[src/design/vsop_pkg.sv]
// Shared types and constants for the voxel sphere occupancy painter.
// No dependencies; imported by vsop_rule, vsop_grid and the top level.
`default_nettype none

package vsop_pkg;

	localparam int KIND_W    = 3;
	localparam int BIN_W     = 8;
	localparam int RAD_W     = 14;
	localparam int EXT_W     = 7;
	localparam int CLS_W     = 3;
	localparam int CNT_W     = 12;
	localparam int VOL_W     = 19;
	localparam int REG_IDX_W = 3;
	localparam int CFG_W     = 14;

	// request kinds
	localparam logic [KIND_W-1:0] KIND_PLACE_ATOM   = 3'd0;
	localparam logic [KIND_W-1:0] KIND_PLACE_WATER  = 3'd1;
	localparam logic [KIND_W-1:0] KIND_EXPAND_ATOM  = 3'd2;
	localparam logic [KIND_W-1:0] KIND_EXPAND_WATER = 3'd3;
	localparam logic [KIND_W-1:0] KIND_REMOVE_ATOM  = 3'd4;
	localparam logic [KIND_W-1:0] KIND_REMOVE_WATER = 3'd5;

	// cell classes
	localparam logic [CLS_W-1:0] CLS_EMPTY   = 3'd0;
	localparam logic [CLS_W-1:0] CLS_ACENTRE = 3'd1;
	localparam logic [CLS_W-1:0] CLS_AAREA   = 3'd2;
	localparam logic [CLS_W-1:0] CLS_VOLUME  = 3'd3;
	localparam logic [CLS_W-1:0] CLS_WCENTRE = 3'd4;
	localparam logic [CLS_W-1:0] CLS_WAREA   = 3'd5;

	// configuration register indexes
	localparam logic [REG_IDX_W-1:0] REG_X_EXTENT = 3'd0;
	localparam logic [REG_IDX_W-1:0] REG_Y_EXTENT = 3'd1;
	localparam logic [REG_IDX_W-1:0] REG_Z_EXTENT = 3'd2;
	localparam logic [REG_IDX_W-1:0] REG_OUTER_SQ = 3'd3;
	localparam logic [REG_IDX_W-1:0] REG_WATER_SQ = 3'd4;

	localparam logic [EXT_W-1:0] RST_EXTENT   = 7'd64;
	localparam logic [RAD_W-1:0] RST_OUTER_SQ = 14'd2304;
	localparam logic [RAD_W-1:0] RST_WATER_SQ = 14'd591;

	typedef struct packed {
		logic             wr;
		logic [CLS_W-1:0] cls;
		logic             chg;
		logic             vol;
	} cell_upd_t;

endpackage

`default_nettype wire

[src/design/vsop_rule.sv]
// Per-cell update rule: new class, change flag and volume step for one voxel.
// Depends on vsop_pkg.
`default_nettype none

module vsop_rule (
	input  logic [vsop_pkg::KIND_W-1:0] kind,
	input  logic                        centre,
	input  logic                        paint,
	input  logic                        in_inner,
	input  logic [vsop_pkg::CLS_W-1:0]  old,
	output vsop_pkg::cell_upd_t         upd
);
	import vsop_pkg::*;

	always_comb begin
		upd = '0;
		if (centre) begin
			unique case (kind)
				KIND_PLACE_ATOM: begin
					upd.wr  = 1'b1;
					upd.cls = CLS_ACENTRE;
					upd.chg = (old != CLS_ACENTRE);
					upd.vol = (old != CLS_AAREA);
				end
				KIND_PLACE_WATER: begin
					upd.wr  = 1'b1;
					upd.cls = CLS_WCENTRE;
					upd.chg = (old != CLS_WCENTRE);
				end
				KIND_REMOVE_ATOM: begin
					upd.wr  = 1'b1;
					upd.cls = CLS_EMPTY;
					upd.chg = (old != CLS_EMPTY);
					upd.vol = 1'b1;
				end
				KIND_REMOVE_WATER: begin
					upd.wr  = 1'b1;
					upd.cls = CLS_EMPTY;
					upd.chg = (old != CLS_EMPTY);
				end
				default: ;
			endcase
		end else if (paint) begin
			unique case (kind)
				KIND_EXPAND_ATOM: begin
					if (in_inner) begin
						if (old == CLS_EMPTY || old == CLS_VOLUME) begin
							upd.wr  = 1'b1;
							upd.cls = CLS_AAREA;
							upd.chg = 1'b1;
							upd.vol = (old == CLS_EMPTY);
						end
					end else if (old == CLS_EMPTY) begin
						upd.wr  = 1'b1;
						upd.cls = CLS_VOLUME;
						upd.chg = 1'b1;
						upd.vol = 1'b1;
					end
				end
				KIND_EXPAND_WATER: begin
					if (old == CLS_EMPTY) begin
						upd.wr  = 1'b1;
						upd.cls = CLS_WAREA;
						upd.chg = 1'b1;
					end
				end
				KIND_REMOVE_ATOM: begin
					if (old == CLS_AAREA || old == CLS_VOLUME) begin
						upd.wr  = 1'b1;
						upd.cls = CLS_EMPTY;
						upd.chg = 1'b1;
						upd.vol = 1'b1;
					end
				end
				KIND_REMOVE_WATER: begin
					if (old == CLS_WAREA) begin
						upd.wr  = 1'b1;
						upd.cls = CLS_EMPTY;
						upd.chg = 1'b1;
					end
				end
				default: ;
			endcase
		end
	end

endmodule

`default_nettype wire

[config.mk]
export PLATFORM = sky130hd
export DESIGN_NAME = vsop_rule
export DESIGN_NICKNAME = d
export VERILOG_FILES = /design/src/design/vsop_pkg.sv /design/src/design/vsop_rule.sv
export SDC_FILE = /design/constraint.sdc
export NUM_CORES = 1
export LEC_CHECK = 0
export BUFFER_PORTS_ARGS = -buffer_cell sky130_fd_sc_hd__buf_2
export CORE_AREA = 2 2 39 41
export DETAILED_ROUTE_END_ITERATION = 10
export DIE_AREA = 0 0 41 43
export PLACE_DENSITY = 0.39
export SLEW_MARGIN = 20
export SYNTH_ARGS = -nofsm -noshare
export SYNTH_HDL_FRONTEND = slang
export SYNTH_SLANG_ARGS = --single-unit
[constraint.sdc]
create_clock -name vclk -period 2.2
set_input_delay 0.22 -clock vclk [all_inputs]
set_output_delay 0.22 -clock vclk [all_outputs]
set_load 0.01 [all_outputs]
## After elaboration in Yosys (flattened, before gate mapping)

Cells that the tools add are included.

- Output and inout port bits: 6
- Logic and storage cells: 29
- Register bits: 0
- Input bits: 9

- Equality and inequality tests: 11
- Reduce and logical (&&, ||, !) cells: 6
- Muxes and demuxes: 12

Operators by type and width:

| operator | count |
|---|---|
| $mux 6 | 6 |
| $pmux 5 s4 | 1 |
| $pmux 5 s3 | 1 |
| $eq 3x2->1 const B | 4 |
| $mux 5 | 2 |
| $eq 3x3->1 const B | 3 |
| $logic_not 3->1 | 2 |
| $pmux 1 s2 | 2 |
| $eq 3x1->1 const B | 1 |
| $ne 3x1->1 const B | 1 |
| $ne 3x2->1 const B | 1 |
| $ne 3x3->1 const B | 1 |
| $reduce_bool 3->1 | 1 |
| $logic_or 1x1->1 | 2 |
| $reduce_or 2->1 | 1 |

## Logic depth before layout (Yosys ltp)

- Depth in word-level cells: 7
- Gate-level depth with buffers: 4
- Depth with buffers taken out: 3

## Worst setup path before layout

OpenSTA, ideal clock, no wires.

- Kind: input to output
- Start point: in kind[0] in the netlist's numbering
- End point: out upd[1] in the netlist's numbering
- Required time: 1.980 ns
- Buffers on the path: 1
- Path slack: 0.954 ns
- Stages on the path: 4
- Data arrival time: 1.026 ns
- Cells stage by stage: buf_12 and3b_1 o311a_1 o2111ai_2

RTL lines:

| what | line | source |
|---|---|---|
| start: declaration | vsop_rule.sv:6 | `input logic [vsop_pkg::KIND_W-1:0] kind,` |
| end: declaration | vsop_rule.sv:11 | `output vsop_pkg::cell_upd_t upd` |

==> flow_summary.yaml <==
synthesis:
  postSynthCellCount: 33
  synth.distinct_cells: 24
  yosysSeqAreaShare_pct: 0
  avgSynthCellArea_um2: 7.43
  synth-warning-count: 0
  post_syn_nets: 42
  syn-cell-area_um2: 245
floorplanning:
  die_h_um: 43
  core_region_area_um2: 1380
  floorplan.io_pins: 15
  die_w_um: 41
  die_area_um2: 1760
  initial_core_utilization_pct: 17.7
  rows: 14
status:
  outcome: "completed"
min_path:
  hp-class: "in2out"
final_layout:
  final.fill_count: 156
  clkbuf_count: 0
  area_delta_synth_final_pct: 30.6
  final_cell_mix: "sky130_fd_sc_hd__buf_2 (15), sky130_fd_sc_hd__inv_1 (3)"
  layout.nets: 58
  drive_above_1_share_pct: 46.8
  layout.sequential_cells: 0
  multi_input_area_um2: 214
  area_used_by_sequential_logic_in_the_layout_um2: 0
  antennaDiodeCount: 0
  most_common_library_cell_in_the_layout_ignoring_fill_and_taps: "sky130_fd_sc_hd__buf_2"
timing:
  slew_margin_rel_pct: 76.2
  fin_ws_ps: 771
  final.min_clock_period_ps: 1430
  final_max_slew_viol_count: 0
  clock.fmax_ghz: 0.700
  setup_viol: 0
  finalHoldWorstSlack_ps: 758
  worst-slew-pin-transition_ps: 357
  final.period_utilization_pct: 64.9
  setup_tns_ps: 0
  hold_viol: 0
  rsz0062_at_grt: "false"
routing:
  drt-total-wl_um: 679
  drt_pass1_iterations: 3
  detail-route-antenna-nets: 0
  drt-initial-drc-count: 3
  drcViolationCount: 0
  routed_via_density: 4.94
  route.detailed.wl_per_inst_um: 10.8
  dr_total_vias: 311
worst_setup_path:
  critical_path_arrival_ps: 1210
  worst-path-max-fanout: 8
  critical_path.cell_chain: "buf_2, and3b_1, o311a_1, o2111ai_2, buf_2"
  crit_path_top_delay_cell: "sky130_fd_sc_hd__o311a_1"
  crit_path_max_incr_delay_ps: 330
  worst-setup-path-type: "in2out"
  cp_data_required_time_ps: 1980
  worst_setup_path_start_kind: "input pin"
  cp-end-kind: "primary output"
  timing.critical_path.mode_cell: "sky130_fd_sc_hd__buf_2"
placed_design:
  dpl_worst_slack_ps: 761
  gp_congestion: 0.684
  numPortBuffers: 15
  place.detailed.hpwl_um: 552
power_and_ir_drop:
  worst_ir_drop_vdd_mv: 0.0337
  power_density_nw_per_um2: 142
  power_leakage_nw: 0.159
global_routing:
  grt_antenna_before_repair: 0
  first_global_vias: 265
  wire_length_of_the_first_global_routing_pass_um: 1140
  grt_util_all_layers_pct: 8.59
  grt_start_max_net_pins: 10
  gr-total-overflow: 0
run:
  max_cap_violations: 0
cts:
  cts-resized-gates: 0
  cts_setup_buffers: 0
  postCtsHoldBufs: 0
## path summary, 6_finish.rpt
path | start | to | depth (start not counted)
worst max-delay path | old[0] | upd[1] | 5
worst min-delay path | kind[2] | upd[2] | 3
## stage by stage
stage          total power [mW]  utilization (%)  cells  instance area (um2)
2_1_floorplan            0.0274                -     33                  245
3_3_place_gp             0.0467             23.1     63                  320
3_5_place_dp             0.0459             23.1     63                  320
4_1_cts                  0.0461             23.1     63                  320
5_1_grt                  0.0514             23.1     63                  320
6_report                 0.0456             23.1     63                  320
## synth_stat cells, types with 2 or more instances
| cell | count | area [um2] |
|---|---|---|
| sky130_fd_sc_hd__nand4_1 | 2 | 12.5 |
| sky130_fd_sc_hd__and2b_2 | 2 | 17.5 |
| sky130_fd_sc_hd__a21oi_1 | 2 | 10.0 |
| sky130_fd_sc_hd__nor3b_1 | 2 | 15.0 |
| sky130_fd_sc_hd__nand2b_1 | 2 | 12.5 |
| sky130_fd_sc_hd__nor2_1 | 2 | 7.51 |
| sky130_fd_sc_hd__inv_1 | 3 | 11.3 |
| sky130_fd_sc_hd__o2111ai_1 | 2 | 17.5 |
## where the power goes
part	internal (mW)	switching [mW]	total [mW]
Clock	0	0	0
Combinational	0.0206	0.0250	0.0456
Sequential	0	0	0
Total	0.0206	0.0250	0.0456
## worst max-delay path: cells and delay by family
kind	cells	cell delay, ps
buf+inv	2	310
simple gates	1	190
compound gates	2	480
## cell type report
class / count / area share, %
multi-input combinational: 29 / 66.8
timing repair buffer: 15 / 23.4
inverter: 3 / 3.52
tap: 16 / 6.25
## metal layers
metal | track usage (%) | up-vias | part of all wire [%]
met5 | 0 | - | 0
met2 | 13.1 | 7 | 48
met4 | 0 | 0 | 0
li1 | - | 159 | -
met3 | 0 | 0 | 2.7
met1 | 13.9 | 145 | 50
## logic make-up (layout without fill, tap and decap cells)
kind of cell | Yosys count | after routing | share of synthesized area, %
compound gates | 10 | 10 | 32.1
simple gates | 19 | 19 | 55.1
buf+inv | 4 | 18 | 12.8
(Power assumes the default switching activity.)
